<file path="src/rtl/core/sawfr_pkg.sv">
// Shared types and constants for the stop-and-wait frame receiver.
// Depends on nothing; every other file of the block uses it.
package sawfr_pkg;

   // Frame header and stuffing bytes.
   localparam logic [7:0] FLAG_BYTE      = 8'h7E;
   localparam logic [7:0] ESC_BYTE       = 8'h7D;
   localparam logic [7:0] ESC_FLAG_BYTE  = 8'h5E;
   localparam logic [7:0] ESC_ESC_BYTE   = 8'h5D;
   localparam logic [7:0] ADDR_BYTE      = 8'h03;
   localparam logic [7:0] CTRL_DATA_BYTE = 8'h01;
   localparam logic [7:0] CTRL_DISC_BYTE = 8'h0B;
   localparam logic [7:0] BCC1_BYTE      = 8'h02;

   // Response control bytes.
   localparam logic [7:0] RR0_BYTE  = 8'hAA;
   localparam logic [7:0] RR1_BYTE  = 8'hAB;
   localparam logic [7:0] REJ0_BYTE = 8'h54;
   localparam logic [7:0] REJ1_BYTE = 8'h55;

   localparam int unsigned MAX_PAYLOAD = 1024;
   localparam int unsigned LEN_W       = $clog2(MAX_PAYLOAD + 1);
   localparam logic [LEN_W-1:0] LEN_MAX = LEN_W'(MAX_PAYLOAD);

   localparam logic [7:0] MAX_ATTEMPTS_RESET = 8'd5;

   typedef enum logic [0:0] {
      REQ_BYTE    = 1'b0,
      REQ_TIMEOUT = 1'b1
   } req_kind_type;

   typedef enum logic [2:0] {
      KIND_PAYLOAD       = 3'd0,
      KIND_ACCEPTED      = 3'd1,
      KIND_REJECTED      = 3'd2,
      KIND_REJECTED_LAST = 3'd3,
      KIND_TIMEOUT       = 3'd4,
      KIND_TIMEOUT_LAST  = 3'd5,
      KIND_DISCONNECT    = 3'd6
   } out_kind_type;

   typedef enum logic [5:0] {
      HS_FLAG  = 6'b000001,
      HS_ADDR  = 6'b000010,
      HS_CTRL  = 6'b000100,
      HS_BCC1  = 6'b001000,
      HS_FIRST = 6'b010000,
      HS_DATA  = 6'b100000
   } hunt_state_type;

   typedef struct packed {
      hunt_state_type   hunt;
      logic             escape_seen;
      logic             held_valid;
      logic [7:0]       held_byte;
      logic [7:0]       running_xor;
      logic             sequence_bit;
      logic [7:0]       attempts_left;
      logic [LEN_W-1:0] byte_count;
   } frame_state_type;

   typedef struct packed {
      logic             valid;
      out_kind_type     kind;
      logic [7:0]       data;
      logic [7:0]       ctrl;
      logic [LEN_W-1:0] length;
   } result_type;

endpackage

</file>
<file path="src/rtl/core/sawfr_ifs.sv">
// Valid/ready channel interfaces of the stop-and-wait frame receiver.
// Depends on sawfr_pkg for field widths and codes.
interface sawfr_req_if;
   logic       valid;
   logic       ready;
   logic       req_type;
   logic [7:0] rx_byte;
   modport source (output valid, output req_type, output rx_byte, input ready);
   modport sink   (input valid, input req_type, input rx_byte, output ready);
endinterface

interface sawfr_rsp_if;
   logic                           valid;
   logic                           ready;
   sawfr_pkg::out_kind_type        out_kind;
   logic [7:0]                     data_byte;
   logic [7:0]                     response_ctrl;
   logic [sawfr_pkg::LEN_W-1:0]    payload_length;
   modport source (output valid, output out_kind, output data_byte,
                   output response_ctrl, output payload_length, input ready);
   modport sink   (input valid, input out_kind, input data_byte,
                   input response_ctrl, input payload_length, output ready);
endinterface

interface sawfr_csr_if;
   logic       valid;
   logic       ready;
   logic [7:0] max_attempts;
   modport source (output valid, output max_attempts, input ready);
   modport sink   (input valid, input max_attempts, output ready);
endinterface

</file>
<file path="src/rtl/core/sawfr_step.sv">
// Next-state and result logic for one transaction of the frame receiver.
// Purely combinational; depends on sawfr_pkg.
module sawfr_step (
   input  sawfr_pkg::frame_state_type state_cur,
   input  logic [7:0]                 max_attempts,
   input  logic                       req_type,
   input  logic [7:0]                 rx_byte,
   output sawfr_pkg::frame_state_type state_nxt,
   output sawfr_pkg::result_type      result
);

   logic       att_last;
   logic [7:0] att_after;
   logic       take;
   logic [7:0] take_data;
   logic       esc_after;
   logic       close_ok;
   logic [7:0] rej_ctrl;
   logic [7:0] rr_ctrl;

   // Using up an attempt: the last one reloads the counter.
   assign att_last  = (state_cur.attempts_left <= 8'd1);
   assign att_after = att_last ? max_attempts : state_cur.attempts_left - 8'd1;

   // Destuffing of one data byte.
   always_comb begin
      take      = 1'b0;
      take_data = rx_byte;
      esc_after = 1'b0;
      if (state_cur.escape_seen) begin
         if (rx_byte == sawfr_pkg::ESC_FLAG_BYTE) begin
            take      = 1'b1;
            take_data = sawfr_pkg::FLAG_BYTE;
         end else if (rx_byte == sawfr_pkg::ESC_ESC_BYTE) begin
            take      = 1'b1;
            take_data = sawfr_pkg::ESC_BYTE;
         end
      end else if (rx_byte == sawfr_pkg::ESC_BYTE) begin
         esc_after = 1'b1;
      end else begin
         take = 1'b1;
      end
   end

   assign close_ok = state_cur.held_valid && (state_cur.held_byte == state_cur.running_xor);
   assign rr_ctrl  = state_cur.sequence_bit ? sawfr_pkg::RR1_BYTE : sawfr_pkg::RR0_BYTE;
   assign rej_ctrl = state_cur.sequence_bit ? sawfr_pkg::REJ1_BYTE : sawfr_pkg::REJ0_BYTE;

   always_comb begin
      state_nxt     = state_cur;
      result.valid  = 1'b0;
      result.kind   = sawfr_pkg::KIND_PAYLOAD;
      result.data   = 8'd0;
      result.ctrl   = 8'd0;
      result.length = '0;

      if (req_type == sawfr_pkg::REQ_TIMEOUT) begin
         result.valid            = 1'b1;
         result.kind             = att_last ? sawfr_pkg::KIND_TIMEOUT_LAST
                                            : sawfr_pkg::KIND_TIMEOUT;
         state_nxt.attempts_left = att_after;
         state_nxt.hunt          = sawfr_pkg::HS_FLAG;
         state_nxt.escape_seen   = 1'b0;
         state_nxt.held_valid    = 1'b0;
         state_nxt.held_byte     = 8'd0;
         state_nxt.running_xor   = 8'd0;
         state_nxt.byte_count    = '0;
      end else begin
         unique case (state_cur.hunt) inside
            sawfr_pkg::HS_FLAG: begin
               if (rx_byte == sawfr_pkg::FLAG_BYTE) state_nxt.hunt = sawfr_pkg::HS_ADDR;
            end
            sawfr_pkg::HS_ADDR: begin
               if (rx_byte == sawfr_pkg::ADDR_BYTE) state_nxt.hunt = sawfr_pkg::HS_CTRL;
            end
            sawfr_pkg::HS_CTRL: begin
               if (rx_byte == sawfr_pkg::CTRL_DATA_BYTE) begin
                  state_nxt.hunt = sawfr_pkg::HS_BCC1;
               end else if (rx_byte == sawfr_pkg::CTRL_DISC_BYTE) begin
                  result.valid            = 1'b1;
                  result.kind             = sawfr_pkg::KIND_DISCONNECT;
                  state_nxt.attempts_left = max_attempts;
                  state_nxt.hunt          = sawfr_pkg::HS_FLAG;
               end
            end
            sawfr_pkg::HS_BCC1: begin
               if (rx_byte == sawfr_pkg::BCC1_BYTE) state_nxt.hunt = sawfr_pkg::HS_FIRST;
            end
            sawfr_pkg::HS_FIRST, sawfr_pkg::HS_DATA: begin
               if (rx_byte == sawfr_pkg::FLAG_BYTE) begin
                  // A flag before any data is ignored; otherwise it closes the frame.
                  if (state_cur.hunt == sawfr_pkg::HS_DATA) begin
                     result.valid  = 1'b1;
                     result.length = state_cur.byte_count;
                     if (close_ok) begin
                        result.kind             = sawfr_pkg::KIND_ACCEPTED;
                        result.ctrl             = rr_ctrl;
                        state_nxt.sequence_bit  = ~state_cur.sequence_bit;
                        state_nxt.attempts_left = max_attempts;
                     end else begin
                        result.kind             = att_last ? sawfr_pkg::KIND_REJECTED_LAST
                                                           : sawfr_pkg::KIND_REJECTED;
                        result.ctrl             = rej_ctrl;
                        state_nxt.attempts_left = att_after;
                     end
                     state_nxt.hunt        = sawfr_pkg::HS_FLAG;
                     state_nxt.escape_seen = 1'b0;
                     state_nxt.held_valid  = 1'b0;
                     state_nxt.held_byte   = 8'd0;
                     state_nxt.running_xor = 8'd0;
                     state_nxt.byte_count  = '0;
                  end
               end else begin
                  state_nxt.hunt        = sawfr_pkg::HS_DATA;
                  state_nxt.escape_seen = esc_after;
                  if (take) begin
                     state_nxt.held_byte  = take_data;
                     state_nxt.held_valid = 1'b1;
                     if (state_cur.held_valid) begin
                        result.valid          = 1'b1;
                        result.kind           = sawfr_pkg::KIND_PAYLOAD;
                        result.data           = state_cur.held_byte;
                        state_nxt.running_xor = state_cur.running_xor ^ state_cur.held_byte;
                        if (state_cur.byte_count != sawfr_pkg::LEN_MAX) begin
                           state_nxt.byte_count = state_cur.byte_count + 1'b1;
                        end
                     end
                  end
               end
            end
            default: begin
               state_nxt.hunt        = sawfr_pkg::HS_FLAG;
               state_nxt.escape_seen = 1'b0;
               state_nxt.held_valid  = 1'b0;
               state_nxt.held_byte   = 8'd0;
               state_nxt.running_xor = 8'd0;
               state_nxt.byte_count  = '0;
            end
         endcase
      end
   end

endmodule

</file>
<file path="src/rtl/core/stop_and_wait_frame_receiver_core.sv">
// Top level of the stop-and-wait frame receiver with byte destuffing and BCC2 check.
// Depends on sawfr_pkg, the channel interfaces in sawfr_ifs and sawfr_step.
//
//   Channel  Direction  Moves per transaction
//   req_bus  in         one received byte or one receive-timeout event
//   rsp_bus  out        one payload byte or one verdict (accept, reject, timeout, disconnect)
//   csr_bus  in         a new value of max_attempts
//
// Every accepted request is processed in the cycle it is accepted; its result, if any,
// is in the response register in the next cycle. One request per cycle is sustained while
// the consumer takes results. The response register is the only buffer: req_bus.ready is
// high whenever it is empty or drains this cycle, so a stalled consumer stalls the input.
// Reset is synchronous and active high; it clears the frame hunt, the sequence bit and
// reloads the attempt counter with 5.
module stop_and_wait_frame_receiver_core (
   input logic                clock,
   input logic                reset,
   sawfr_req_if.sink          req_bus,
   sawfr_rsp_if.source        rsp_bus,
   sawfr_csr_if.sink          csr_bus
);

   // Receiver state that persists between transactions.
   sawfr_pkg::frame_state_type state_ff;
   sawfr_pkg::frame_state_type state_in;
   sawfr_pkg::frame_state_type state_step;
   sawfr_pkg::result_type      step_result;

   logic [7:0] max_attempts_ff;
   logic [7:0] max_attempts_in;

   // Response register: valid is control state, the payload needs no reset.
   logic                       rsp_valid_ff;
   logic                       rsp_valid_in;
   sawfr_pkg::out_kind_type    rsp_kind_ff;
   sawfr_pkg::out_kind_type    rsp_kind_in;
   logic [7:0]                 rsp_data_ff;
   logic [7:0]                 rsp_data_in;
   logic [7:0]                 rsp_ctrl_ff;
   logic [7:0]                 rsp_ctrl_in;
   logic [sawfr_pkg::LEN_W-1:0] rsp_len_ff;
   logic [sawfr_pkg::LEN_W-1:0] rsp_len_in;

   logic req_fire;
   logic rsp_free;

   // The response slot can take a new result when it is empty or drains this cycle.
   assign rsp_free      = !rsp_valid_ff || rsp_bus.ready;
   assign req_bus.ready = rsp_free;
   assign req_fire      = req_bus.valid && rsp_free;

   // Configuration is always accepted; the user must write it only while idle (not enforced).
   assign csr_bus.ready   = 1'b1;
   assign max_attempts_in = csr_bus.valid ? csr_bus.max_attempts : max_attempts_ff;

   sawfr_step u_step (
      .state_cur    (state_ff),
      .max_attempts (max_attempts_ff),
      .req_type     (req_bus.req_type),
      .rx_byte      (req_bus.rx_byte),
      .state_nxt    (state_step),
      .result       (step_result)
   );

   assign state_in = req_fire ? state_step : state_ff;

   // A new result replaces the slot; otherwise a taken result leaves it empty.
   always_comb begin
      rsp_valid_in = rsp_valid_ff && !rsp_bus.ready;
      rsp_kind_in  = rsp_kind_ff;
      rsp_data_in  = rsp_data_ff;
      rsp_ctrl_in  = rsp_ctrl_ff;
      rsp_len_in   = rsp_len_ff;
      if (req_fire && step_result.valid) begin
         rsp_valid_in = 1'b1;
         rsp_kind_in  = step_result.kind;
         rsp_data_in  = step_result.data;
         rsp_ctrl_in  = step_result.ctrl;
         rsp_len_in   = step_result.length;
      end
   end

   always_ff @(posedge clock) begin
      if (reset) begin
         state_ff.hunt          <= sawfr_pkg::HS_FLAG;
         state_ff.escape_seen   <= 1'b0;
         state_ff.held_valid    <= 1'b0;
         state_ff.held_byte     <= 8'd0;
         state_ff.running_xor   <= 8'd0;
         state_ff.sequence_bit  <= 1'b0;
         state_ff.attempts_left <= sawfr_pkg::MAX_ATTEMPTS_RESET;
         state_ff.byte_count    <= '0;
         max_attempts_ff        <= sawfr_pkg::MAX_ATTEMPTS_RESET;
         rsp_valid_ff           <= 1'b0;
      end else begin
         state_ff        <= state_in;
         max_attempts_ff <= max_attempts_in;
         rsp_valid_ff    <= rsp_valid_in;
      end
   end

   always_ff @(posedge clock) begin
      rsp_kind_ff <= rsp_kind_in;
      rsp_data_ff <= rsp_data_in;
      rsp_ctrl_ff <= rsp_ctrl_in;
      rsp_len_ff  <= rsp_len_in;
   end

   assign rsp_bus.valid          = rsp_valid_ff;
   assign rsp_bus.out_kind       = rsp_kind_ff;
   assign rsp_bus.data_byte      = rsp_data_ff;
   assign rsp_bus.response_ctrl  = rsp_ctrl_ff;
   assign rsp_bus.payload_length = rsp_len_ff;

`ifndef ASSERT_OFF
   // Input is only held off while a result waits on a stalled consumer.
   a_ready_only_on_stall: assert property (@(posedge clock) disable iff (reset)
      !req_bus.ready |-> (rsp_valid_ff && !rsp_bus.ready))
      else $error("request stalled without a pending response");

   // An accept toggles the sequence bit and reloads the attempts.
   a_accept_toggles_seq: assert property (@(posedge clock) disable iff (reset)
      (req_fire && step_result.valid && step_result.kind == sawfr_pkg::KIND_ACCEPTED)
      |=> (state_ff.sequence_bit != $past(state_ff.sequence_bit))
          && (state_ff.attempts_left == $past(max_attempts_ff)))
      else $error("accept did not toggle the sequence bit or reload attempts");

   // The payload count saturates and never passes the maximum.
   a_count_bounded: assert property (@(posedge clock) disable iff (reset)
      state_ff.byte_count <= sawfr_pkg::LEN_MAX)
      else $error("payload count beyond maximum");

   // Payload bytes carry no control byte and no length.
   a_payload_clean: assert property (@(posedge clock) disable iff (reset)
      (rsp_valid_ff && rsp_kind_ff == sawfr_pkg::KIND_PAYLOAD)
      |-> (rsp_ctrl_ff == 8'd0 && rsp_len_ff == '0))
      else $error("payload byte with control or length set");

   // Outside a frame body no byte is held back.
   a_no_held_outside: assert property (@(posedge clock) disable iff (reset)
      (state_ff.hunt != sawfr_pkg::HS_DATA) |-> !state_ff.held_valid)
      else $error("held byte outside a frame body");
`endif

endmodule

</file>
<file path="src/flat_wrapper.sv">
// flat-port wrapper written by rule: the top's interface ports become plain ports
module stop_and_wait_frame_receiver_core_flat 
  (clock, reset, req_bus_valid, req_bus_req_type, req_bus_rx_byte, req_bus_ready, rsp_bus_valid, rsp_bus_out_kind, rsp_bus_data_byte, rsp_bus_response_ctrl, rsp_bus_payload_length, rsp_bus_ready, csr_bus_valid, csr_bus_max_attempts, csr_bus_ready);
  sawfr_req_if req_bus_i ();
  sawfr_rsp_if rsp_bus_i ();
  sawfr_csr_if csr_bus_i ();
  input logic clock;
  input logic reset;
  input wire logic [$bits(req_bus_i.valid)-1:0] req_bus_valid;
  input wire logic [$bits(req_bus_i.req_type)-1:0] req_bus_req_type;
  input wire logic [$bits(req_bus_i.rx_byte)-1:0] req_bus_rx_byte;
  output wire logic [$bits(req_bus_i.ready)-1:0] req_bus_ready;
  output wire logic [$bits(rsp_bus_i.valid)-1:0] rsp_bus_valid;
  output wire logic [$bits(rsp_bus_i.out_kind)-1:0] rsp_bus_out_kind;
  output wire logic [$bits(rsp_bus_i.data_byte)-1:0] rsp_bus_data_byte;
  output wire logic [$bits(rsp_bus_i.response_ctrl)-1:0] rsp_bus_response_ctrl;
  output wire logic [$bits(rsp_bus_i.payload_length)-1:0] rsp_bus_payload_length;
  input wire logic [$bits(rsp_bus_i.ready)-1:0] rsp_bus_ready;
  input wire logic [$bits(csr_bus_i.valid)-1:0] csr_bus_valid;
  input wire logic [$bits(csr_bus_i.max_attempts)-1:0] csr_bus_max_attempts;
  output wire logic [$bits(csr_bus_i.ready)-1:0] csr_bus_ready;
  assign req_bus_i.valid = req_bus_valid;
  assign req_bus_i.req_type = req_bus_req_type;
  assign req_bus_i.rx_byte = req_bus_rx_byte;
  assign req_bus_ready = req_bus_i.ready;
  assign rsp_bus_valid = rsp_bus_i.valid;
  assign rsp_bus_out_kind = rsp_bus_i.out_kind;
  assign rsp_bus_data_byte = rsp_bus_i.data_byte;
  assign rsp_bus_response_ctrl = rsp_bus_i.response_ctrl;
  assign rsp_bus_payload_length = rsp_bus_i.payload_length;
  assign rsp_bus_i.ready = rsp_bus_ready;
  assign csr_bus_i.valid = csr_bus_valid;
  assign csr_bus_i.max_attempts = csr_bus_max_attempts;
  assign csr_bus_ready = csr_bus_i.ready;
  stop_and_wait_frame_receiver_core u_core (.clock(clock), .reset(reset), .req_bus(req_bus_i), .rsp_bus(rsp_bus_i), .csr_bus(csr_bus_i));
endmodule
</file>
<file path="config.mk">
export PLATFORM = sky130hd
export DESIGN_NAME = stop_and_wait_frame_receiver_core_flat
export DESIGN_NICKNAME = d
export VERILOG_FILES = /design/src/rtl/core/sawfr_pkg.sv /design/src/rtl/core/sawfr_ifs.sv /design/src/rtl/core/sawfr_step.sv /design/src/rtl/core/stop_and_wait_frame_receiver_core.sv /design/src/flat_wrapper.sv
export SDC_FILE = /design/constraint.sdc
export NUM_CORES = 1
export LEC_CHECK = 0
export BUFFER_PORTS_ARGS = -buffer_cell sky130_fd_sc_hd__clkbuf_2
export CORE_MARGIN = 10
export CORE_UTILIZATION = 45
export CTS_BUF_LIST = sky130_fd_sc_hd__clkbuf_4 sky130_fd_sc_hd__clkbuf_8 sky130_fd_sc_hd__clkbuf_16
export CTS_CLUSTER_DIAMETER = 150
export DETAILED_ROUTE_END_ITERATION = 12
export SETUP_SLACK_MARGIN = 0.4
export SLEW_MARGIN = 20
export SYNTH_ARGS = -nofsm -noshare
export SYNTH_HDL_FRONTEND = slang
export SYNTH_HIERARCHICAL = 1
export SYNTH_SLANG_ARGS = --single-unit
</file>
<file path="constraint.sdc">
create_clock -name clock -period 5.2 [get_ports clock]
set_input_delay 0 -clock clock [delete_from_list [all_inputs] [get_ports clock]]
set_output_delay 0 -clock clock [all_outputs]
set_load 0.02 [all_outputs]
</file>
# Yosys cells after proc, flatten, opt, wreduce, memory -nomap -nowiden
# Index checks and enable logic that the tools add are counted.
dict set report op_classes {
  bitwise 8
  addsub 2
  order_cmp 1
  muxes 49
  reduce_logical 19
  eq_ne 29
}
# cell count
set ops {}
lappend ops {{$mux W8} 10}
lappend ops {{$mux W24} 2}
lappend ops {{$mux W11} 4}
lappend ops {{$mux W44} 1}
lappend ops {{$pmux W18 S2} 1}
lappend ops {{$eq A8 B7 Y1 const B} 4}
lappend ops {{$mux W6} 5}
lappend ops {{$pmux W6 S5} 1}
lappend ops {{$mux W12} 2}
lappend ops {{$reduce_and A6 Y1} 4}
lappend ops {{$pmux W11 S2} 1}
lappend ops {{$mux W4} 5}
lappend ops {{$mux W19} 1}
lappend ops {{$mux W17} 1}
lappend ops {{$eq A8 B2 Y1 const B} 2}
lappend ops {{$pmux W8 S2} 1}
lappend ops {{$mux W1} 12}
lappend ops {{$ne A3 B2 Y1 const B} 4}
lappend ops {{$ne A4 B4 Y1 const B} 3}
lappend ops {{$add A11 B1 Y11 const B} 1}
lappend ops {{$ne A11 B11 Y1 const B} 1}
lappend ops {{$ne A3 B3 Y1 const B} 3}
lappend ops {{$eq A8 B1 Y1 const B} 1}
lappend ops {{$eq A8 B4 Y1 const B} 1}
lappend ops {{26 further kinds} 37}
dict set report totals {
  in_bits 22
  elab_cells 122
  ff_bits 83
  output_inout_bits 33
}

# Longest topological paths before layout
dict set report depth {
  ltp_word 10
  ltp_mapped 11
  mapped_depth_nobuf 9
}

# Modules after synthesis
# Netlist, hierarchy kept.
# module area_each_um2 seq_area_each_um2 cells_each n_inst
set by_module_without_submodules {}
lappend by_module_without_submodules {stop_and_wait_frame_receiver_core 3111.7 1961.9 261 1}
lappend by_module_without_submodules {sawfr_step 2090.8 0.0 326 1}

# Worst setup path before layout
# OpenSTA, ideal clock, no wires.
dict set report synth_timing {
  path_type {flip-flop to flip-flop}
  startpoint {register u_core/state_ff[38] in the netlist's numbering}
  endpoint {register u_core.rsp_data_ff[0], in the netlist u_core/rsp_bus.data_byte[0] (enable)}
  required_time_ns 4.779
  slack_ns 1.720
  n_path_buf 1
  path_stages_with_launch 9
  period_less_slack_ns 3.480
  setup_time_ns 0.421
  arrival_ns 3.059
  path_cell_list {dfxtp_1 buf_2 or4_4 a21oi_1 o21ai_0 a21oi_1 or2_1 nand2_1 nor2b_1}
}
# item line
set synth_rtl {}
lappend synth_rtl {{from (decl)} stop_and_wait_frame_receiver_core.sv:24} ;# sawfr_pkg::frame_state_type state_ff;
lappend synth_rtl {{from (signal assigned)} stop_and_wait_frame_receiver_core.sv:96} ;# state_ff <= state_in;
lappend synth_rtl {{to (signal assigned)} stop_and_wait_frame_receiver_core.sv:104} ;# rsp_data_ff <= rsp_data_in;
lappend synth_rtl {{to (decl)} stop_and_wait_frame_receiver_core.sv:37} ;# logic [7:0] rsp_data_ff;

==> impl_metrics.py <==
metrics = {
    "place": {
        "place_hpwl_um": 9272,
        "gpl.final_weighted_congestion": 0.9054,
        "place.port_buffers": 53,
    },
    "floorplanning": {
        "core-area_um2": 11370,
        "design.portCount": 55,
        "die-width_um": 127.5,
        "initial_core_util_pct": 45.76,
        "area_enclosed_by_the_die_boundary_um2": 16260,
        "placementRows": 39,
        "die_y_um": 127.5,
    },
    "critical_path": {
        "worst_ep_arrival_time_ns": 3.06,
        "path_cells": "or4_4, a21oi_1, o21ai_0, a21oi_1, or2_1, nand2_1, nor2b_4",
        "critPathSlowestCell": "sky130_fd_sc_hd__nor2b_4",
        "reg2reg_slack_ns": 2.11,
        "crit_path_start_kind": "register",
        "setup.worst_path.end_class": "register",
        "timing.critical_path.mode_cell": "sky130_fd_sc_hd__a21oi_1",
        "cpPeakStageDelay_ns": 0.76,
        "critical_path_class": "register to register",
        "critical_path_peak_fanout": 30,
        "worst_ep_required_time_ns": 5.17,
    },
    "cells_and_area": {
        "diodes": 0,
        "layout-drive-gt1-share_pct": 15.05,
        "commonest_non_fill_non_tap_cell_in_the_layout": "sky130_fd_sc_hd__nand2b_1",
        "layout.cells.most_common_list": "sky130_fd_sc_hd__nand2b_1 (58), sky130_fd_sc_hd__clkbuf_2 (53), sky130_fd_sc_hd__dfxtp_1 (53), sky130_fd_sc_hd__nand4b_1 (47), sky130_fd_sc_hd__o21ai_0 (45)",
        "finish.net_count": 639,
        "syn2layout_area_growth_pct": 11.90,
    },
    "timing": {
        "finalSetupViolCount": 0,
        "whs_ns": 0.09357,
        "report.final.hold_viol_count": 0,
        "final_number_of_max_transition_violations": 0,
        "timing.final.crit_share_pct": 59.45,
        "totalNegativeSetupSlack_ns": 0,
        "worstMarginPinSlew_ns": 0.9147,
        "slew-limit-headroom_pct": 38.89,
        "max_freq_mhz": 323.5,
        "finClkSkew_ns": 0.003578,
        "post-route-min-period_ns": 3.092,
        "grt_setup_unrepaired": "false",
    },
    "synthesis": {
        "synthesis_stage_register_bit_count": 83,
        "synth_seq_area_share_pct": 37.71,
        "synth_fp_nets": 613,
        "post_synthesis_cells": 587,
        "syn_area_per_cell_um2": 8.863,
        "mappedNetlistArea_um2": 5202,
        "synth_top_cells_by_area": "sky130_fd_sc_hd__dfxtp_1 (20%), sky130_fd_sc_hd__edfxtp_1 (17%), sky130_fd_sc_hd__nand4b_1 (7.9%)",
        "synth-async-reset-ratio_pct": 0,
        "ys_dominant_reg_cell": "sky130_fd_sc_hd__dfxtp_1",
        "synth_top_area_share_pct": 20.39,
        "yosys.cell_types.count": 74,
        "synth_edf_count": 30,
        "synthDominantAreaCellType": "sky130_fd_sc_hd__dfxtp_1",
        "yosys_warnings": 6,
    },
    "run": {
        "cap_violations": 0,
    },
    "cts": {
        "worstSkewPairLatency_ns": 0.35,
        "cts.reportedPaths.clkPinSlew_ns": 0.06,
        "cts.sinks": 83,
        "numCtsBuffers": 9,
        "tritoncts": "done",
        "post_cts_setup_repair_bufs": 0,
        "h_tree_depth_reported_by_cts": 3,
        "max-clock-path-buffers": 2,
        "clk_root_buffer_cell": "sky130_fd_sc_hd__clkbuf_16",
    },
    "routing": {
        "finalWirelength_um": 14110,
        "post_drt_via_cell_ratio": 6.051,
        "detailedRoute.firstPassIterationCount": 5,
        "initialDrtViolationCount": 452,
        "route.vias.total": 4605,
        "ant_nets": 0,
        "wire_length_per_cell_um": 18.53,
        "drc_errors": 0,
    },
    "pwr": {
        "power_per_cell_area_nw_per_um2": 266.9,
        "cellLeakagePower_nw": 2.084,
        "comb_power_share_pct": 10.2,
        "power.switching_fraction_pct": 23.41,
        "clock_power_share_pct": 44.7,
        "switchingPower_w": 0.0003637,
        "cell_internal_pwr_w": 0.001190,
        "seqPwrFrac_pct": 45.2,
        "sum_of_internal_switching_and_leakage_power_w": 0.001554,
        "peakVddDrop_uv": 222.7,
    },
    "grt": {
        "grt_pass1_wl_um": 22650,
        "groute.layer.met1.usage_pct": 22.73,
        "grt_pass1_vias": 4325,
        "grt-busiest-layer": "met2",
        "antenna_found_initial": 0,
        "global_route.usage.met2_pct": 26.05,
        "global_route.overflow_total": 0,
        "use_met3_pct": 4.094,
        "gr-usage-all-layers_pct": 16.91,
        "grt_max_degree": 95,
    },
    "min_path": {
        "hold_class": "primary input to register",
    },
    "status": {
        "outcome": "complete, no violations",
    },
}
-- cells by family (layout without fill, tap and decap cells) --
| logic type | after synthesis | in the layout | synth area share (%) |
|---|---|---|---|
| AO/OA/AOI/OAI | 170 | 170 | 20.42 |
| AND/OR/NAND/NOR | 241 | 241 | 30.54 |
| flip-flops | 83 | 83 | 37.71 |
| other | 1 | 1 | 0.07208 |
| buffers and inverters | 65 | 96 | 6.132 |
| adder cells (fa/ha/maj) | 4 | 4 | 0.9620 |
| multiplexers | 11 | 11 | 2.141 |
| XOR/XNOR | 12 | 12 | 2.020 |
-- registers in the layout (all words and copies together), names as in the netlist --
signal / count
u_core/rsp_bus.data_byte: 8
u_core/rsp_bus.valid: 1
u_core/max_attempts_ff: 8
u_core/rsp_bus.payload_length: 11
u_core/rsp_bus.response_ctrl: 8
u_core/rsp_bus.out_kind: 3
u_core/state_ff: 44
-- power groups by stage --
stage	Clock (W)	Sequential, W	Combinational [W]
after detailed placement	0	0.000716	0.000153
after floorplan	0	0.000728	0.0000976
after CTS	0.000709	0.000702	0.000158
after global routing	0.000737	0.000704	0.000172
after global placement	0	0.000716	0.000151
final	0.000694	0.000702	0.000158
-- cell usage after synthesis, drive strengths merged, types with 5 or more instances --
cell	number
o21ai	84
nand2b	59
dfxtp	53
nand4b	47
edfxtp	30
buf	28
nor2	26
a21oi	25
clkbuf	21
inv	16
nand2	16
and2	15
nor3	14
and3	12
mux2i	10
nand3	10
a22oi	8
nand4	8
nor4	8
xnor2	8
a22o	7
a211o	6
a21o	5
o22ai	5
or4	5
-- area by class of cell --
class | instances | area, um2
Fill cell | 1109 | 5548
Clock inverter | 3 | 65.06
Multi-Input combinational cell | 439 | 2933
Clock buffer | 13 | 255.2
Sequential cell | 83 | 1962
Timing Repair Buffer | 64 | 367.9
Tap cell | 143 | 178.9
Inverter | 16 | 60.06
-- worst paths after layout --
| check | start | end | depth (start not counted) |
|---|---|---|---|
| min reg2reg | u_core/state_ff[19] | u_core/state_ff[19] | 2 |
| min | csr_bus_valid | u_core/max_attempts_ff[2] | 2 |
| max | u_core/state_ff[40] | u_core/rsp_bus.payload_length[2] | 7 |
| max reg2reg | u_core/state_ff[40] | u_core/rsp_bus.payload_length[2] | 7 |
-- per-stage QoR --
step / std cells / utilization (%) / instance area [um2] / setup WS, ns
finish: 761 / 51.21 / 5822 / 2.108
global route: 761 / 51.21 / 5822 / 1.922
CTS: 761 / 51.21 / 5822 / 2.081
detailed placement: 737 / 47.68 / 5421 / 2.091
global placement: 737 / 47.68 / 5421 / 2.247
floorplan: 587 / - / 5202 / 1.720
-- worst max-delay path: cells and delay by family (launching register included) --
family           cells  cell delay [ns]
AO/OA/AOI/OAI        3             0.74
flip-flops           1             0.39
AND/OR/NAND/NOR      4             1.57
-- per-layer routing --
| layer | vias to the layer above | routed length, um |
|---|---|---|
| met1 | 2220 | 6771 |
| met2 | 127 | 6382 |
| met3 | 18 | 791 |
| met4 | 0 | 159 |
| met5 | - | 0 |
| li1 | 2240 | - |
-- what timing repair did --
action,in CTS,in global routing
hold endpoints to repair,8,0
gates resized for setup,0,0
hold buffers,8,0
No activity file was read; power rests on OpenSTA's default activity.
